===== src/sv/dcbg_pkg.sv =====
package dcbg_pkg;

  localparam int unsigned VOLT_W = 10;
  localparam int unsigned GAIN_W = 16;
  localparam int unsigned STEP_W = 16;
  localparam int unsigned WR_DATA_W = 16;
  localparam int unsigned WR_INDEX_W = 2;
  localparam int unsigned SAMPLE_W = 32;
  localparam int unsigned ACC_W = 19;
  localparam int unsigned HALF_W = 18;
  localparam int unsigned OFF_W = 17;
  localparam int unsigned THR_W = VOLT_W + GAIN_W;
  localparam int unsigned HYST_W = GAIN_W + 4;
  localparam int unsigned CMP_W = SAMPLE_W + 2;

  localparam logic [WR_INDEX_W-1:0] REG_BRAKE_VOLTAGE = 2'd0;
  localparam logic [WR_INDEX_W-1:0] REG_VOLT_GAIN = 2'd1;
  localparam logic [WR_INDEX_W-1:0] REG_ON_TIME_STEP = 2'd2;

  localparam logic [VOLT_W-1:0] BRAKE_VOLTAGE_RESET = 10'd360;
  localparam logic [GAIN_W-1:0] VOLT_GAIN_RESET = 16'd53946;
  localparam logic [STEP_W-1:0] ON_TIME_STEP_RESET = 16'd1;

  localparam logic [ACC_W-1:0] ON_ENABLE_LIMIT = 19'd19800;
  localparam logic [ACC_W-1:0] ON_ADD_LIMIT = 19'd400000;
  localparam logic [ACC_W-1:0] ON_TRIP_LEVEL = 19'd20002;
  localparam logic [OFF_W-1:0] OFF_INC_LIMIT = 17'd99998;
  localparam logic [HYST_W-1:0] HYST_STEPS = 20'd12;

  // Largest on_time_half value: half of the add limit plus one full step, less one.
  localparam logic [HALF_W-1:0] ON_HALF_MAX = 18'd232767;

  typedef struct packed {
    logic [VOLT_W-1:0] brake_voltage_setting;
    logic [GAIN_W-1:0] volt_gain;
    logic [STEP_W-1:0] on_time_step;
  } cfg_t;

  typedef struct packed {
    logic signed [SAMPLE_W-1:0] bus_voltage_q24;
  } in_item_t;

  typedef struct packed {
    logic brake_on;
    logic overload_alarm;
    logic [HALF_W-1:0] on_time_half;
    logic [OFF_W-1:0] off_time_count;
  } out_item_t;

endpackage


===== src/sv/dcbg_stream_if.sv =====
interface dcbg_stream_if #(
  parameter type T = logic
) ();
  logic valid;
  logic ready;
  T data;

  modport source(output valid, output data, input ready);
  modport sink(input valid, input data, output ready);
endinterface


===== src/sv/dcbg_cfg_regs.sv =====
module dcbg_cfg_regs (
  input  logic clk,
  input  logic rst,
  input  logic wr_en,
  input  logic [dcbg_pkg::WR_INDEX_W-1:0] wr_index,
  input  logic [dcbg_pkg::WR_DATA_W-1:0] wr_data,
  output dcbg_pkg::cfg_t cfg
);

  always_ff @(posedge clk) begin
    if (rst) begin
      cfg.brake_voltage_setting <= dcbg_pkg::BRAKE_VOLTAGE_RESET;
      cfg.volt_gain <= dcbg_pkg::VOLT_GAIN_RESET;
      cfg.on_time_step <= dcbg_pkg::ON_TIME_STEP_RESET;
    end else if (wr_en) begin
      case (wr_index)
        dcbg_pkg::REG_BRAKE_VOLTAGE: begin
          cfg.brake_voltage_setting <= wr_data[dcbg_pkg::VOLT_W-1:0];
        end
        dcbg_pkg::REG_VOLT_GAIN: begin
          cfg.volt_gain <= wr_data[dcbg_pkg::GAIN_W-1:0];
        end
        dcbg_pkg::REG_ON_TIME_STEP: begin
          cfg.on_time_step <= wr_data[dcbg_pkg::STEP_W-1:0];
        end
        default: begin
          // drop writes to unused indexes
        end
      endcase
    end
  end

endmodule


===== src/sv/dcbg_core.sv =====
module dcbg_core (
  input  logic clk,
  input  logic rst,
  input  logic advance,
  input  dcbg_pkg::cfg_t cfg,
  input  dcbg_pkg::in_item_t sample,
  output dcbg_pkg::out_item_t result_next
);

  logic brake_active;
  logic alarm_latched;
  logic [dcbg_pkg::ACC_W-1:0] on_time_acc;
  logic [dcbg_pkg::OFF_W-1:0] off_time_ticks;

  logic brake_active_next;
  logic alarm_latched_next;
  logic [dcbg_pkg::ACC_W-1:0] on_time_acc_next;
  logic [dcbg_pkg::OFF_W-1:0] off_time_ticks_next;

  logic [dcbg_pkg::THR_W-1:0] thr;
  logic [dcbg_pkg::HYST_W-1:0] hyst;
  logic signed [dcbg_pkg::CMP_W-1:0] thr_s;
  logic signed [dcbg_pkg::CMP_W-1:0] low_s;
  logic signed [dcbg_pkg::CMP_W-1:0] volt_s;
  logic above;
  logic below;
  logic keep_on;
  logic [dcbg_pkg::ACC_W:0] acc_sum;
  logic [dcbg_pkg::ACC_W-1:0] acc_on;
  logic trip;

  assign thr = dcbg_pkg::THR_W'(cfg.brake_voltage_setting) * dcbg_pkg::THR_W'(cfg.volt_gain);
  assign hyst = dcbg_pkg::HYST_W'(cfg.volt_gain) * dcbg_pkg::HYST_STEPS;
  assign thr_s = $signed(dcbg_pkg::CMP_W'(thr));
  assign low_s = thr_s - $signed(dcbg_pkg::CMP_W'(hyst));
  assign volt_s = dcbg_pkg::CMP_W'($signed(sample.bus_voltage_q24));
  assign above = volt_s > thr_s;
  assign below = volt_s < low_s;

  // Hysteresis: switch on above the threshold when allowed, off below the low level.
  always_comb begin
    if (above) begin
      keep_on = (on_time_acc <= dcbg_pkg::ON_ENABLE_LIMIT) ? 1'b1 : brake_active;
    end else if (below) begin
      keep_on = 1'b0;
    end else begin
      keep_on = brake_active;
    end
  end

  assign acc_sum = {1'b0, on_time_acc} + (dcbg_pkg::ACC_W + 1)'(cfg.on_time_step);
  assign acc_on = (on_time_acc < dcbg_pkg::ON_ADD_LIMIT) ? acc_sum[dcbg_pkg::ACC_W-1:0]
                                                         : on_time_acc;
  assign trip = acc_on >= dcbg_pkg::ON_TRIP_LEVEL;

  always_comb begin
    alarm_latched_next = alarm_latched;
    if (keep_on) begin
      on_time_acc_next = acc_on;
      brake_active_next = ~trip;
      alarm_latched_next = alarm_latched | trip;
      off_time_ticks_next = '0;
    end else begin
      brake_active_next = 1'b0;
      on_time_acc_next = (on_time_acc != '0) ? on_time_acc - 1'b1 : on_time_acc;
      off_time_ticks_next = (off_time_ticks <= dcbg_pkg::OFF_INC_LIMIT) ?
                            off_time_ticks + 1'b1 : off_time_ticks;
    end
  end

  assign result_next.brake_on = brake_active_next;
  assign result_next.overload_alarm = alarm_latched_next;
  assign result_next.on_time_half = on_time_acc_next[dcbg_pkg::ACC_W-1:1];
  assign result_next.off_time_count = off_time_ticks_next;

  always_ff @(posedge clk) begin
    if (rst) begin
      brake_active <= 1'b0;
      alarm_latched <= 1'b0;
      on_time_acc <= '0;
      off_time_ticks <= '0;
    end else if (advance) begin
      brake_active <= brake_active_next;
      alarm_latched <= alarm_latched_next;
      on_time_acc <= on_time_acc_next;
      off_time_ticks <= off_time_ticks_next;
    end
  end

endmodule


===== src/sv/dc_bus_brake_chopper_guard.sv =====
// DC bus brake chopper guard. Each request on sample carries one filtered bus
// voltage in Q24 (one per 1 ms tick) and yields exactly one response on result:
// brake switch state, latched overload alarm, half the on-time accumulator and
// the off-time tick count. Requests pass an input register, then the
// hysteresis/on-time logic, then an output register, and a new request is
// taken every clock while result is not stalled; the core's state update sits
// between the input and output registers and is applied as a request advances.
// Configuration (brake voltage, volt gain, on-time step) must be written through
// wr_en/wr_index/wr_data only while no request is in flight; the block does not
// enforce this. Indexes past the last register are ignored. The
// overload alarm clears only on rst.
module dc_bus_brake_chopper_guard (
  input  logic clk,
  input  logic rst,
  input  logic wr_en,
  input  logic [dcbg_pkg::WR_INDEX_W-1:0] wr_index,
  input  logic [dcbg_pkg::WR_DATA_W-1:0] wr_data,
  dcbg_stream_if.sink sample,
  dcbg_stream_if.source result
);

  dcbg_pkg::cfg_t cfg;
  dcbg_pkg::in_item_t s1_data;
  dcbg_pkg::out_item_t result_next;
  logic s1_valid;
  logic out_valid;
  dcbg_pkg::out_item_t out_data;
  logic out_free;
  logic advance;

  dcbg_cfg_regs u_cfg (
    .clk      (clk),
    .rst      (rst),
    .wr_en    (wr_en),
    .wr_index (wr_index),
    .wr_data  (wr_data),
    .cfg      (cfg)
  );

  // Output register is free when empty or being drained this cycle.
  assign out_free = ~out_valid | result.ready;
  // Advance the request held in the input register into the output register.
  assign advance = s1_valid & out_free;
  // Take a new request whenever the input register empties or moves on.
  assign sample.ready = ~s1_valid | out_free;

  always_ff @(posedge clk) begin
    if (rst) begin
      s1_valid <= 1'b0;
    end else if (sample.ready) begin
      s1_valid <= sample.valid;
    end
  end

  // Hold the sample payload until it advances.
  always_ff @(posedge clk) begin
    if (sample.valid & sample.ready) begin
      s1_data <= sample.data;
    end
  end

  dcbg_core u_core (
    .clk         (clk),
    .rst         (rst),
    .advance     (advance),
    .cfg         (cfg),
    .sample      (s1_data),
    .result_next (result_next)
  );

  always_ff @(posedge clk) begin
    if (rst) begin
      out_valid <= 1'b0;
    end else if (out_free) begin
      out_valid <= s1_valid;
    end
  end

  always_ff @(posedge clk) begin
    if (advance) begin
      out_data <= result_next;
    end
  end

  assign result.valid = out_valid;
  assign result.data = out_data;

  // A stalled input side only ever comes from a full, stalled output register.
  assert property (@(posedge clk) disable iff (rst)
    !sample.ready |-> (s1_valid && out_valid && !result.ready))
    else $error("input stalled without output back-pressure");

  // A request that advances shows up as a valid response on the next cycle.
  assert property (@(posedge clk) disable iff (rst)
    advance |=> out_valid)
    else $error("advanced request lost");

  // Brake on means the off-time count was just cleared.
  assert property (@(posedge clk) disable iff (rst)
    (out_valid && out_data.brake_on) |-> (out_data.off_time_count == '0))
    else $error("brake on with nonzero off-time count");

  // Accumulator never exceeds the add limit plus one step.
  assert property (@(posedge clk) disable iff (rst)
    out_valid |-> (out_data.on_time_half <= dcbg_pkg::ON_HALF_MAX))
    else $error("on-time accumulator out of range");

endmodule


===== src/flat_wrapper.sv =====
// flat-port wrapper written by rule: the top's interface ports become plain ports
module dc_bus_brake_chopper_guard_flat 
  (clk, rst, wr_en, wr_index, wr_data, sample_valid, sample_data, sample_ready, result_valid, result_data, result_ready);
  dcbg_stream_if #(.T(dcbg_pkg::in_item_t)) sample_i ();
  dcbg_stream_if #(.T(dcbg_pkg::out_item_t)) result_i ();
  input  logic clk;
  input  logic rst;
  input  logic wr_en;
  input  logic [dcbg_pkg::WR_INDEX_W-1:0] wr_index;
  input  logic [dcbg_pkg::WR_DATA_W-1:0] wr_data;
  input wire logic [$bits(sample_i.valid)-1:0] sample_valid;
  input wire logic [$bits(sample_i.data)-1:0] sample_data;
  output wire logic [$bits(sample_i.ready)-1:0] sample_ready;
  output wire logic [$bits(result_i.valid)-1:0] result_valid;
  output wire logic [$bits(result_i.data)-1:0] result_data;
  input wire logic [$bits(result_i.ready)-1:0] result_ready;
  assign sample_i.valid = sample_valid;
  assign sample_i.data = sample_data;
  assign sample_ready = sample_i.ready;
  assign result_valid = result_i.valid;
  assign result_data = result_i.data;
  assign result_i.ready = result_ready;
  dc_bus_brake_chopper_guard u_core (.clk(clk), .rst(rst), .wr_en(wr_en), .wr_index(wr_index), .wr_data(wr_data), .sample(sample_i), .result(result_i));
endmodule

===== config.mk =====
export PLATFORM = sky130hd
export DESIGN_NAME = dc_bus_brake_chopper_guard_flat
export DESIGN_NICKNAME = d
export VERILOG_FILES = /design/src/sv/dcbg_pkg.sv /design/src/sv/dcbg_stream_if.sv /design/src/sv/dcbg_cfg_regs.sv /design/src/sv/dcbg_core.sv /design/src/sv/dc_bus_brake_chopper_guard.sv /design/src/flat_wrapper.sv
export SDC_FILE = /design/constraint.sdc
export NUM_CORES = 1
export LEC_CHECK = 0
export BUFFER_PORTS_ARGS = -buffer_cell sky130_fd_sc_hd__buf_4
export CAP_MARGIN = 30
export CORE_AREA = 2 2 233 235
export CTS_CLUSTER_SIZE = 25
export DETAILED_ROUTE_END_ITERATION = 7
export DIE_AREA = 0 0 235 237
export PLACE_DENSITY = 0.56
export SLEW_MARGIN = 20
export SYNTH_ARGS = -nofsm -noshare
export SYNTH_HDL_FRONTEND = slang
export SYNTH_HIERARCHICAL = 1
export SYNTH_SLANG_ARGS = --single-unit

===== constraint.sdc =====
create_clock -name clk -period 11.97 [get_ports clk]
set_input_delay 2.394 -clock clk [delete_from_list [all_inputs] [get_ports clk]]
set_output_delay 2.394 -clock clk [all_outputs]
set_load 0.005 [all_outputs]

==> out/results.ini <==
[final_layout]
utilization = 0.329
area_growth_pct = 11.0
final_net_count = 2143
n_antenna_cell = 0
fill_cells = 5490
drive_above_1_share = 0.0895

[sta]
finalSetupViolCount = 0
max_slew_margin = 0.400
fin_skew_ns = 0.0120
fin_ws_ns = 1.81
final_max_slew_viol_count = 0
fmax_ghz = 0.0984
worst_pin_slew_ns = 0.900
hold_viol = 0
tns_ns = 0
post-route-period-util = 0.849
whs_ns = 0.492
min_period_ns = 10.16
rsz0062_at_grt = false

[global_routing]
grt_usage = 0.148
grt_max_degree = 96
antenna_found_initial = 0
grt_pass1_wl_um = 65500
grt.overflow.total = 0
grt_pass1_vias = 12300

[synth]
seq_area_frac_synth = 0.235
syn_inst = 1775
async_flop_share = 0
syn_area_um2 = 15800
synth_top_area_share = 0.143
synthFlopType = dfxtp_1
syn_nets = 2110
synth_cell_type_count = 89
synthTopCellsByCount = inv_1 (187), nand2_1 (174), ha_1 (167)
syn_area_per_cell_um2 = 8.91
synth-edff-count = 69
yosysTopAreaCell = fa_1
yosysWarnings = 6
synthTopCellsByArea = fa_1 (14%), ha_1 (13%), edfxtp_1 (13%), dfxtp_1 (10%), inv_1 (4.4%)
post-synth-top-count-cell = inv_1
ys_ff_latch = 151

[cts]
cts_sinks = 151
cts_tree = built
cts.path.max_buffers = 2
htreeDepth = 4
cts_buffers = 17
postCtsSetupRepairBufs = 0
root_buffer = clkbuf_16
cts.repair.resized = 0
clk_pin_slew_ns = 0.07
clock_latency_ns = 0.48
postCtsHoldBufs = 0

[critical_path]
worstPathRequired_ns = 12.19
cp_max_fo = 17
critPathSlowestCell = dfxtp_1
critPathLaunchType = flop
slowest_delay_ns = 0.69
criticalPathCategory = reg2reg
cp.arrival_ns = 10.39
cpMostUsedCell = fa_1
reg2reg_slack_ns = 1.81
worst_setup_path_end_kind = flop

[routing]
via_per_inst = 4.92
dr.pass1.iters = 5
drc_errors = 0
routedWlPerCell_um = 16.0
drtIter0Drc = 662
vias = 12400
drt_wl_total_um = 40400
ant_nets = 0

[power]
p_sw_mw = 2.08
p_leak_nw = 8.04
seq_power_share = 0.149
p_int_mw = 2.19
power_frac_comb = 0.728
p_clk_frac = 0.123
ir_drop_uv = 227
powerDensity_nw_per_um2 = 243
p_sw_frac = 0.487

[placement]
pre_cts_ws_ns = 1.81
dp_hpwl_um = 31700
place.gp.congestion = 0.855
io_buffer_count = 93

[outcome]
run_status = completed

[floorplan]
chipHeight_um = 237
num_rows = 85
start_util = 0.297
die_w_um = 235
io_pins = 94
fp.dieArea_um2 = 55700
fp.coreArea_um2 = 53300

[min_path]
hp-class = reg2reg

[job]
cap_violations = 0

placed cells by master (no fill, tap or decap), types with 9 or more instances in the layout:
cell and count:
or3_1 15, nand2b_1 56, a21o_1 50, a21oi_1 86, nor4_1 14, clkbuf_16 17
xor2_1 36, edfxtp_1 69, nand2_1 174, mux2i_1 57, and3_1 22, nand3_1 21
ha_1 167, buf_4 101, o21a_1 12, inv_1 187, o21ai_0 36, o31a_1 9
fa_1 113, nor2b_1 14, a211oi_1 13, nor3_1 31, dfxtp_1 82, o21bai_1 15
nand4_1 14, xnor2_1 56, and2_1 77, nor2_1 137
routing by layer:
metal / share of wire / GRT usage / routed length [um] / vias to the layer above
li1: - / - / - / 6100
met1: 0.45 / 0.189 / 18100 / 6069
met2: 0.51 / 0.255 / 20400 / 203
met3: 0.036 / 0.0269 / 1460 / 22
met4: 0.011 / 0.0372 / 431 / 0
met5: 0 / 0 / 0 / -
power by group through the flow:
stage	clock network [mW]	registers, mW	logic, mW
2_1_floorplan	0	0.622	2.45
3_3_place_gp	0	0.648	3.03
3_5_place_dp	0	0.649	3.09
4_1_cts	0.542	0.638	3.11
5_1_grt	0.565	0.643	3.53
6_report	0.525	0.638	3.11
flip-flops by register name, summed over array words and instances (netlist names):
register / flops
u_core/u_core/alarm_latched: 1
u_core/result.valid: 1
u_core/u_core/brake_active: 1
u_core/result.data: 37
u_core/s1_data: 32
u_core/u_core/on_time_acc: 19
u_core/u_core/off_time_ticks: 17
u_core/s1_valid: 1
u_core/u_cfg/cfg: 42
critical path, delay by kind of cell (launching register included):
family | cells | cell delay [ns]
adder cells (fa/ha/maj) | 8 | 3.56
AO/OA/AOI/OAI | 15 | 2.84
AND/OR/NAND/NOR | 6 | 1.55
flip-flops | 1 | 0.69
buffers and inverters | 5 | 0.59
multiplexers | 1 | 0.35
XOR/XNOR | 2 | 0.31
worst paths after layout:
path,from,to,cells after the start
setup / recovery,u_core/u_cfg/cfg[41],u_core/result.data[26],37
hold / removal,u_core/u_core/alarm_latched,u_core/u_core/alarm_latched,2
hold reg to reg,u_core/u_core/alarm_latched,u_core/u_core/alarm_latched,2
setup reg to reg,u_core/u_cfg/cfg[41],u_core/result.data[26],37
cell families after synthesis:
logic type	share of synthesized area
buffers and inverters	0.0734
flip-flops	0.235
AO/OA/AOI/OAI	0.136
adder cells (fa/ha/maj)	0.275
multiplexers	0.0382
AND/OR/NAND/NOR	0.191
XOR/XNOR	0.0510
through the flow:
stage,instance area (um2),power (mW),cells
6_report,17600,4.27,2517
5_1_grt,17600,4.74,2517
4_1_cts,17600,4.29,2517
3_5_place_dp,17000,3.74,2485
3_3_place_gp,17000,3.68,2484
2_1_floorplan,15800,3.07,1775
cell type report:
cell class	count	area, um2	area share
multi-input cells	1348	10900	0.623
inverters	188	706	0.0402
repair buffers	102	773	0.0441
flip-flops and latches	151	3710	0.212
clock inverters	13	111	0.00634
well taps	696	871	0.0496
clock buffers	19	443	0.0252
Power figures use the tool's default switching activity.
